<file path="src/hw/rtl/usan_pkg.sv">
// ---------------------------------------------------------------------------
// usan_pkg: shared types and constants for the UTF-8 name sanitizer
// Transaction structs, queued job format and character codes.
// ---------------------------------------------------------------------------
`timescale 1ns / 1ps

package usan_pkg;

  localparam int unsigned MaxResults = 5;

  localparam logic [7:0] CharBackslash  = 8'h5C;
  localparam logic [7:0] CharNewline    = 8'h0A;
  localparam logic [7:0] CharPipe       = 8'h7C;
  localparam logic [7:0] CharUnderscore = 8'h5F;
  localparam logic [7:0] CharLetterN    = 8'h6E;
  localparam logic [7:0] CharDel        = 8'h7F;

  localparam logic [20:0] CpMax      = 21'h10FFFF;
  localparam logic [20:0] CpSurrLow  = 21'h00D800;
  localparam logic [20:0] CpSurrHigh = 21'h00DFFF;
  localparam logic [20:0] CpMin2     = 21'h000080;
  localparam logic [20:0] CpMin3     = 21'h000800;
  localparam logic [20:0] CpMin4     = 21'h010000;

  typedef struct packed {
    logic [7:0] in_byte;
    logic       name_end;
  } in_item_t;

  typedef struct packed {
    logic [7:0] out_byte;
    logic       run_last;
    logic       string_end;
  } out_item_t;

  // All output bytes caused by one input transaction.
  typedef struct packed {
    logic [MaxResults-1:0][7:0] bytes;
    logic [2:0]                 count;
    logic                       name_end;
  } job_t;

endpackage

</file>
<file path="src/hw/rtl/usan_front.sv">
// ---------------------------------------------------------------------------
// usan_front: byte classifier and UTF-8 sequence tracker
// Accepts one byte per cycle while in_fire_i is set and builds the job of output bytes it causes.
// ---------------------------------------------------------------------------
`timescale 1ns / 1ps

module usan_front import usan_pkg::*; (
  input  logic     clk_i,
  input  logic     rst_ni,
  input  logic     in_fire_i,
  input  in_item_t in_data_i,
  output logic     push_o,
  output job_t     job_o
);

  logic [7:0]  hb_q [3];
  logic [7:0]  hb_d [3];
  logic [1:0]  held_q, held_d;
  logic [2:0]  seq_q, seq_d;
  logic [20:0] cp_q, cp_d;

  logic [7:0]  b;
  logic        name_last;
  logic        cont;
  logic [7:0]  fr0, fr1;
  logic [1:0]  fr_n;
  logic        fr_hold;
  logic [2:0]  fr_len;
  logic [20:0] cp_init, cp_next;
  logic [2:0]  total;
  logic [20:0] cp_min;
  logic        cp_ok;
  logic        start_fresh;
  logic [1:0]  pfx;
  logic [2:0]  rel;

  assign b         = in_data_i.in_byte;
  assign name_last = in_data_i.name_end;
  assign cont      = (b[7:6] == 2'b10);
  assign cp_next   = {cp_q[14:0], b[5:0]};
  assign total     = {1'b0, held_q} + 3'd1;

  // Byte with nothing held.
  always_comb begin
    fr0     = CharUnderscore;
    fr1     = CharUnderscore;
    fr_n    = 2'd1;
    fr_hold = 1'b0;
    fr_len  = 3'd2;
    if (b == CharBackslash) begin
      fr0  = CharBackslash;
      fr1  = CharBackslash;
      fr_n = 2'd2;
    end else if (b == CharNewline) begin
      fr0  = CharBackslash;
      fr1  = CharLetterN;
      fr_n = 2'd2;
    end else if (b inside {[8'h00:8'h1F], CharPipe, CharDel}) begin
      fr0 = CharUnderscore;
    end else if (b < 8'h80) begin
      fr0 = b;
    end else if (b >= 8'hC0 && b < 8'hF8 && !name_last) begin
      fr_n    = 2'd0;
      fr_hold = 1'b1;
      if (b >= 8'hF0) begin
        fr_len = 3'd4;
      end else if (b >= 8'hE0) begin
        fr_len = 3'd3;
      end else begin
        fr_len = 3'd2;
      end
    end
  end

  assign cp_init = 21'(b & (8'h7F >> fr_len));

  always_comb begin
    case (seq_q)
      3'd2:    cp_min = CpMin2;
      3'd3:    cp_min = CpMin3;
      default: cp_min = CpMin4;
    endcase
    cp_ok = (cp_next >= cp_min) && (cp_next <= CpMax) &&
            !((cp_next >= CpSurrLow) && (cp_next <= CpSurrHigh));
  end

  always_comb begin
    job_o.bytes    = {MaxResults{CharUnderscore}};
    job_o.count    = 3'd0;
    job_o.name_end = name_last;
    hb_d           = hb_q;
    held_d         = held_q;
    seq_d          = seq_q;
    cp_d           = cp_q;
    start_fresh    = 1'b0;
    pfx            = 2'd0;
    rel            = 3'd0;

    if (held_q != 2'd0) begin
      if (cont) begin
        if (total >= seq_q) begin
          if (cp_ok) begin
            for (int k = 0; k < 3; k++) begin
              job_o.bytes[k] = hb_q[k];
            end
            job_o.bytes[3'(held_q)] = b;
          end
          job_o.count = total;
          held_d = 2'd0;
          seq_d  = 3'd0;
          cp_d   = '0;
        end else if (name_last || held_q == 2'd3) begin
          job_o.count = total;
          held_d = 2'd0;
          seq_d  = 3'd0;
          cp_d   = '0;
        end else begin
          hb_d[held_q] = b;
          held_d = held_q + 2'd1;
          cp_d   = cp_next;
        end
      end else begin
        // interrupted sequence: one underscore per held byte, then the new byte
        pfx         = held_q;
        held_d      = 2'd0;
        seq_d       = 3'd0;
        cp_d        = '0;
        start_fresh = 1'b1;
      end
    end else begin
      start_fresh = 1'b1;
    end

    if (start_fresh) begin
      for (int k = 0; k < MaxResults; k++) begin
        rel = 3'(k) - {1'b0, pfx};
        if (3'(k) >= {1'b0, pfx}) begin
          job_o.bytes[k] = (rel == 3'd0) ? fr0 : fr1;
        end
      end
      job_o.count = {1'b0, pfx} + {1'b0, fr_n};
      if (fr_hold) begin
        hb_d[0] = b;
        held_d  = 2'd1;
        seq_d   = fr_len;
        cp_d    = cp_init;
      end
    end

    if (name_last) begin
      held_d = 2'd0;
      seq_d  = 3'd0;
      cp_d   = '0;
    end
  end

  assign push_o = in_fire_i && (job_o.count != 3'd0);

  always_ff @(posedge clk_i or negedge rst_ni) begin
    if (!rst_ni) begin
      held_q <= 2'd0;
      seq_q  <= 3'd0;
      cp_q   <= '0;
    end else if (in_fire_i) begin
      held_q <= held_d;
      seq_q  <= seq_d;
      cp_q   <= cp_d;
    end
  end

  always_ff @(posedge clk_i) begin
    if (in_fire_i) begin
      hb_q <= hb_d;
    end
  end

`ifndef SYNTHESIS
  assert property (@(posedge clk_i) disable iff (!rst_ni)
    (held_q != 2'd0) |-> (seq_q >= 3'd2 && seq_q <= 3'd4 && {1'b0, held_q} < seq_q))
    else $error("held byte count out of step with sequence length");

  assert property (@(posedge clk_i) disable iff (!rst_ni)
    (in_fire_i && in_data_i.name_end) |=> (held_q == 2'd0 && cp_q == '0))
    else $error("sequence state not cleared after end of name");

  assert property (@(posedge clk_i) disable iff (!rst_ni)
    (in_fire_i && in_data_i.name_end) |-> push_o)
    else $error("final byte of a name produced no output");
`endif

endmodule

</file>
<file path="src/hw/rtl/usan_fifo.sv">
// ---------------------------------------------------------------------------
// usan_fifo: two-entry job queue
// Decouples the classifier from the output serializer.
// ---------------------------------------------------------------------------
`timescale 1ns / 1ps

module usan_fifo import usan_pkg::*; (
  input  logic clk_i,
  input  logic rst_ni,
  input  logic push_i,
  input  job_t data_i,
  output logic full_o,
  input  logic pop_i,
  output logic valid_o,
  output job_t data_o
);

  job_t       mem_q [2];
  logic       wr_ptr_q, rd_ptr_q;
  logic [1:0] cnt_q;

  assign full_o  = (cnt_q == 2'd2);
  assign valid_o = (cnt_q != 2'd0);
  assign data_o  = mem_q[rd_ptr_q];

  always_ff @(posedge clk_i or negedge rst_ni) begin
    if (!rst_ni) begin
      wr_ptr_q <= 1'b0;
      rd_ptr_q <= 1'b0;
      cnt_q    <= 2'd0;
    end else begin
      if (push_i) begin
        wr_ptr_q <= ~wr_ptr_q;
      end
      if (pop_i) begin
        rd_ptr_q <= ~rd_ptr_q;
      end
      cnt_q <= cnt_q + {1'b0, push_i} - {1'b0, pop_i};
    end
  end

  always_ff @(posedge clk_i) begin
    if (push_i) begin
      mem_q[wr_ptr_q] <= data_i;
    end
  end

endmodule

</file>
<file path="src/hw/rtl/usan_back.sv">
// ---------------------------------------------------------------------------
// usan_back: output serializer
// Emits the queued job's bytes through an output register, one per cycle while the receiver is ready.
// ---------------------------------------------------------------------------
`timescale 1ns / 1ps

module usan_back import usan_pkg::*; (
  input  logic      clk_i,
  input  logic      rst_ni,
  input  logic      head_valid_i,
  input  job_t      head_i,
  output logic      pop_o,
  output logic      out_valid_o,
  input  logic      out_ready_i,
  output out_item_t out_data_o
);

  logic [2:0] idx_q, idx_d;
  logic       out_valid_q, out_valid_d;
  out_item_t  out_data_q;
  logic       load;
  logic       last_byte;

  assign load      = head_valid_i && (!out_valid_q || out_ready_i);
  assign last_byte = (idx_q == head_i.count - 3'd1);
  assign pop_o     = load && last_byte;

  always_comb begin
    idx_d       = idx_q;
    out_valid_d = out_valid_q;
    if (load) begin
      idx_d       = last_byte ? 3'd0 : idx_q + 3'd1;
      out_valid_d = 1'b1;
    end else if (out_ready_i) begin
      out_valid_d = 1'b0;
    end
  end

  always_ff @(posedge clk_i or negedge rst_ni) begin
    if (!rst_ni) begin
      idx_q       <= 3'd0;
      out_valid_q <= 1'b0;
    end else begin
      idx_q       <= idx_d;
      out_valid_q <= out_valid_d;
    end
  end

  always_ff @(posedge clk_i) begin
    if (load) begin
      out_data_q.out_byte   <= head_i.bytes[idx_q];
      out_data_q.run_last   <= last_byte;
      out_data_q.string_end <= last_byte && head_i.name_end;
    end
  end

  assign out_valid_o = out_valid_q;
  assign out_data_o  = out_data_q;

endmodule

</file>
<file path="src/hw/rtl/utf8_sanitize_escape.sv">
// ---------------------------------------------------------------------------
// utf8_sanitize_escape: UTF-8 name sanitizer with escapes
// Streams a name byte by byte and emits a cleaned, escaped byte stream.
// ---------------------------------------------------------------------------
// A name enters one byte per input transaction, name_end set on its last
// byte. Backslash becomes two backslashes, newline becomes backslash and 'n';
// pipe, other control bytes and DEL become '_'; other ASCII passes. A
// multi-byte UTF-8 sequence is held and released intact once complete and
// valid; a broken, overlong, surrogate, out-of-range or truncated sequence
// turns into one '_' per byte, and lead bytes 0xF8 and above are invalid.
// Each input byte causes 0 to 5 output transactions; run_last marks the last
// one of an input, string_end the last one of a name. Input is taken one
// byte per cycle. Output runs at one byte per cycle while the receiver is
// ready; the two-entry job queue between the classifier and the serializer
// absorbs multi-byte results, and input stalls only when the queue is full.
// A job is registered in the queue, then leaves through the output register.
// ---------------------------------------------------------------------------
`timescale 1ns / 1ps

module utf8_sanitize_escape import usan_pkg::*; (
  input  logic      clk_i,
  input  logic      rst_ni,
  input  logic      in_valid_i,
  output logic      in_ready_o,
  input  in_item_t  in_data_i,
  output logic      out_valid_o,
  input  logic      out_ready_i,
  output out_item_t out_data_o
);

  logic in_fire;
  logic push;
  job_t job;
  logic q_full;
  logic q_valid;
  job_t q_head;
  logic q_pop;

  // Input is accepted whenever the queue has room, regardless of output stalls.
  assign in_ready_o = !q_full;
  assign in_fire    = in_valid_i && in_ready_o;

  // Front: classify the byte, track held sequence state, build the job.
  usan_front u_front (
    .clk_i     (clk_i),
    .rst_ni    (rst_ni),
    .in_fire_i (in_fire),
    .in_data_i (in_data_i),
    .push_o    (push),
    .job_o     (job)
  );

  // Jobs with no output bytes (held lead/continuation) are never queued.
  usan_fifo u_fifo (
    .clk_i   (clk_i),
    .rst_ni  (rst_ni),
    .push_i  (push),
    .data_i  (job),
    .full_o  (q_full),
    .pop_i   (q_pop),
    .valid_o (q_valid),
    .data_o  (q_head)
  );

  // Back: walk the head job byte by byte into the output register.
  usan_back u_back (
    .clk_i        (clk_i),
    .rst_ni       (rst_ni),
    .head_valid_i (q_valid),
    .head_i       (q_head),
    .pop_o        (q_pop),
    .out_valid_o  (out_valid_o),
    .out_ready_i  (out_ready_i),
    .out_data_o   (out_data_o)
  );

endmodule

</file>
<file path="config.mk">
export PLATFORM = sky130hd
export DESIGN_NAME = utf8_sanitize_escape
export DESIGN_NICKNAME = d
export VERILOG_FILES = /design/src/hw/rtl/usan_pkg.sv /design/src/hw/rtl/usan_front.sv /design/src/hw/rtl/usan_fifo.sv /design/src/hw/rtl/usan_back.sv /design/src/hw/rtl/utf8_sanitize_escape.sv
export SDC_FILE = /design/constraint.sdc
export NUM_CORES = 1
export LEC_CHECK = 0
export ABC_AREA = 1
export BUFFER_PORTS_ARGS = -buffer_cell sky130_fd_sc_hd__buf_2
export CORE_ASPECT_RATIO = 1.4
export CORE_MARGIN = 5
export CORE_UTILIZATION = 35
export DETAILED_ROUTE_END_ITERATION = 10
export PLACE_DENSITY_LB_ADDON = 0.05
export RECOVER_POWER = 50
export SLEW_MARGIN = 20
export SYNTH_ARGS = -nofsm -noshare
export SYNTH_HDL_FRONTEND = slang
export SYNTH_SLANG_ARGS = --single-unit
</file>
<file path="constraint.sdc">
create_clock -name clk_i -period 11.1 [get_ports clk_i]
set_clock_uncertainty 0.2 [all_clocks]
set_input_delay 2.22 -clock clk_i [delete_from_list [all_inputs] [get_ports clk_i]]
set_output_delay 2.22 -clock clk_i [all_outputs]
set_load 0.05 [all_outputs]
</file>
==> summary.txt <==
largest net degree at the start of global routing = 44
Reg power frac = 37.3%
reg2reg start = u_front.held_q[0]
initial DRC count = 514
hold path endpoint = u_fifo.wr_ptr_q
mapped cell area = 0.00717 mm²
initial core utilization = 35.3%
I/O pins = 25
Top FF cell, synth = edfxtp_1
total grt overflow = 0
Synth area leader = edfxtp_1
Avg Cell Area, Syn = 9.70 µm²
Routed Antenna Nets = 0
post-CTS setup buffer count = 0
period utilisation layout = 56.0%
Net Sw Power = 0.814 mW
Logic pwr share = 32.6%
P_int = 1.31 mW
critical path arrival = 6.13 ns
fin util = 39.9%
clk_lat worst skew = 0.43 ns
Tmin final = 6.22 ns
PD cells = 262 mW/mm²
endpoints failing hold = 0
Yosys reg bits = 144
Switching Fraction = 38.4%
critical-path maximum fanout = 41
Worst Hold Path Cells = 2
Hold Path Class = register to register
CP Capture Type = register
WL/cell = 18.5 µm
GR Util met1 = 21.8%
Pleak = 3.05 nW
H-Tree Depth = 4
gpl congestion = 0.879
YS warnings = 0
synth top area cells = edfxtp_1, dfrtp_1, nor2_1
sequential share of the synthesized area = 58.3%
post-synth cell types = 42
vias per cell = 5.18
n_diodes = 0
max_slew headroom = -10.1%
Die X = 131 µm
initial antenna violation count = 0
RR Endpoint = u_fifo.mem_q[1][26]
Die Area = 0.0235 mm²
reg2reg setup slack = 6.72 ns
CTS Sinks = 144
Post-synth EDFFs = 116
met3 usage = 3.36%
outcome = finished, violations left
required time of the critical path = 11.01 ns
CTS tree = built
overall power = 2.12 mW
Post-layout nets = 790
clock-pin slew on the worst setup and hold paths = 0.06 ns
Root Buffer = clkbuf_16
Yosys top cell area share = 48.6%
core area = 0.0203 mm²
CTS Buffer Depth = 2
RSZ-0062 raised after global routing = false
cts repair resizes = 0
wirelength, routed = 19.0 mm
number of port buffers = 24
first-pass GRT wire length = 30.0 mm
Achievable Freq = 161 MHz
most common cell after layout, fill and taps aside = nor2_1
M2 GR Usage = 27.3%
CP startpoint kind = input port
detailed-placement wirelength estimate = 13.4 mm
die height = 179 µm
layout cells sized above 1 = 6.85%
max-capacitance violation count = 2
final number of setup-violating endpoints = 0
Setup Crit Path Kind = input port to register
Worst-Margin Slew = 1.65 ns
failing checks = capacitance limit, slew limit
DRC viols = 0
share of power burned in the clock network = 30.1%
global route hottest layer = met2
Area Overhead vs Synth = 12.9%
Worst Min Path Start = u_fifo.wr_ptr_q
peak supply drop = 0.117 mV
most frequent cells in the layout = nor2_1, edfxtp_1, nand2_1, o21ai_0, inv_1
hold buffer count at cts = 0
GRT Total Usage = 16.7%
Num CTS Buffers = 17
cells after synthesis = 740
Rows = 62
setup_tns = 0 ns
R2R depth = 11
drt pass-1 iters = 5
ys async rst share = 19.4%
Vias = 5333
vias in the first global route = 5373
Slew Limit Fails = 46
## layout make-up
type | instances | area (µm²)
Fill cell | 2062 | 12200
Sequential cell | 144 | 4180
Multi-Input combinational cell | 493 | 2530
Clock buffer | 17 | 425
Tap cell | 256 | 320
Inverter | 76 | 287
Clock inverter | 15 | 229
Timing Repair Buffer | 29 | 126
## registers in the layout, indices dropped and copies added, names as in the netlist
signal	count
u_back.idx_q	3
u_back.out_data_o	10
u_back.out_valid_o	1
u_fifo.cnt_q	2
u_fifo.mem_q	82
u_fifo.rd_ptr_q	1
u_fifo.wr_ptr_q	1
u_front.cp_q	15
u_front.hb_q	24
u_front.held_q	2
u_front.seq_q	3
## cell usage after synthesis (6+ instances only)
master	number
a21oi_1	34
o221ai_1	10
inv_1	67
dfrtp_1	28
ha_1	15
o2111ai_1	6
nand2_1	113
nand3_1	31
edfxtp_1	116
nor2_1	117
clkbuf_1	21
o21ai_0	85
o211ai_1	8
o22ai_1	16
## power groups by stage
stage          Combinational [mW]  Clock [mW]  Sequential (mW)
3_5_place_dp                0.722           0            0.802
5_1_grt                     0.776       0.678            0.801
6_report                    0.692       0.639            0.791
2_1_floorplan               0.461           0            0.849
3_3_place_gp                0.716           0            0.801
4_1_cts                     0.723       0.653            0.791
## worst max path at each step
stage                             from                  end  slack, ns
after floorplan           in_data_i[8]   u_fifo.mem_q[1][0]       4.72
after detailed placement  in_data_i[8]  u_fifo.mem_q[1][35]       5.31
after global placement    in_data_i[8]  u_fifo.mem_q[0][15]       5.44
after global routing      in_data_i[4]  u_fifo.mem_q[0][10]       4.46
final                     in_data_i[4]   u_fifo.mem_q[1][7]       4.88
after CTS                 in_data_i[8]   u_fifo.mem_q[1][7]       5.75
## logic make-up after synthesis
family / after synthesis / synth area share [%]
fa+ha+maj: 16 / 2.90
compound gates: 172 / 13.8
flops: 144 / 58.3
buf+inv: 104 / 5.75
simple gates: 290 / 17.5
xor+xnor: 8 / 0.977
other cells: 1 / 0.0523
mux: 5 / 0.698
## per-stage QoR
stage / hold WS (ns) / cell area, µm² / cells / setup WS, ns
after floorplan: 0.250 / 7180 / 741 / 4.72
after global placement: 0.267 / 7540 / 998 / 5.44
after detailed placement: 0.280 / 7540 / 998 / 5.31
after CTS: 0.295 / 8200 / 1030 / 5.75
after global routing: 0.345 / 8100 / 1030 / 4.46
final: 0.291 / 8100 / 1030 / 4.88
## critical path: stages
cell and delay, ns:
clkbuf_1 0.26, inv_1 0.21, o21ai_0 1.20, inv_1 0.59, nor2_1 0.24, ha_1 0.20, fa_1 0.39, nand2_1 0.10
o21ai_2 0.10, o21ai_2 0.26, nor2_4 0.04, buf_4 0.30
## layer usage
metal | share of wire (%) | vias to the layer above
met3 | 3.5 | 30
met5 | 0 | -
met1 | 44 | 2569
met2 | 50 | 131
li1 | - | 2603
met4 | 2.5 | 0
(Power assumes the default switching activity.)
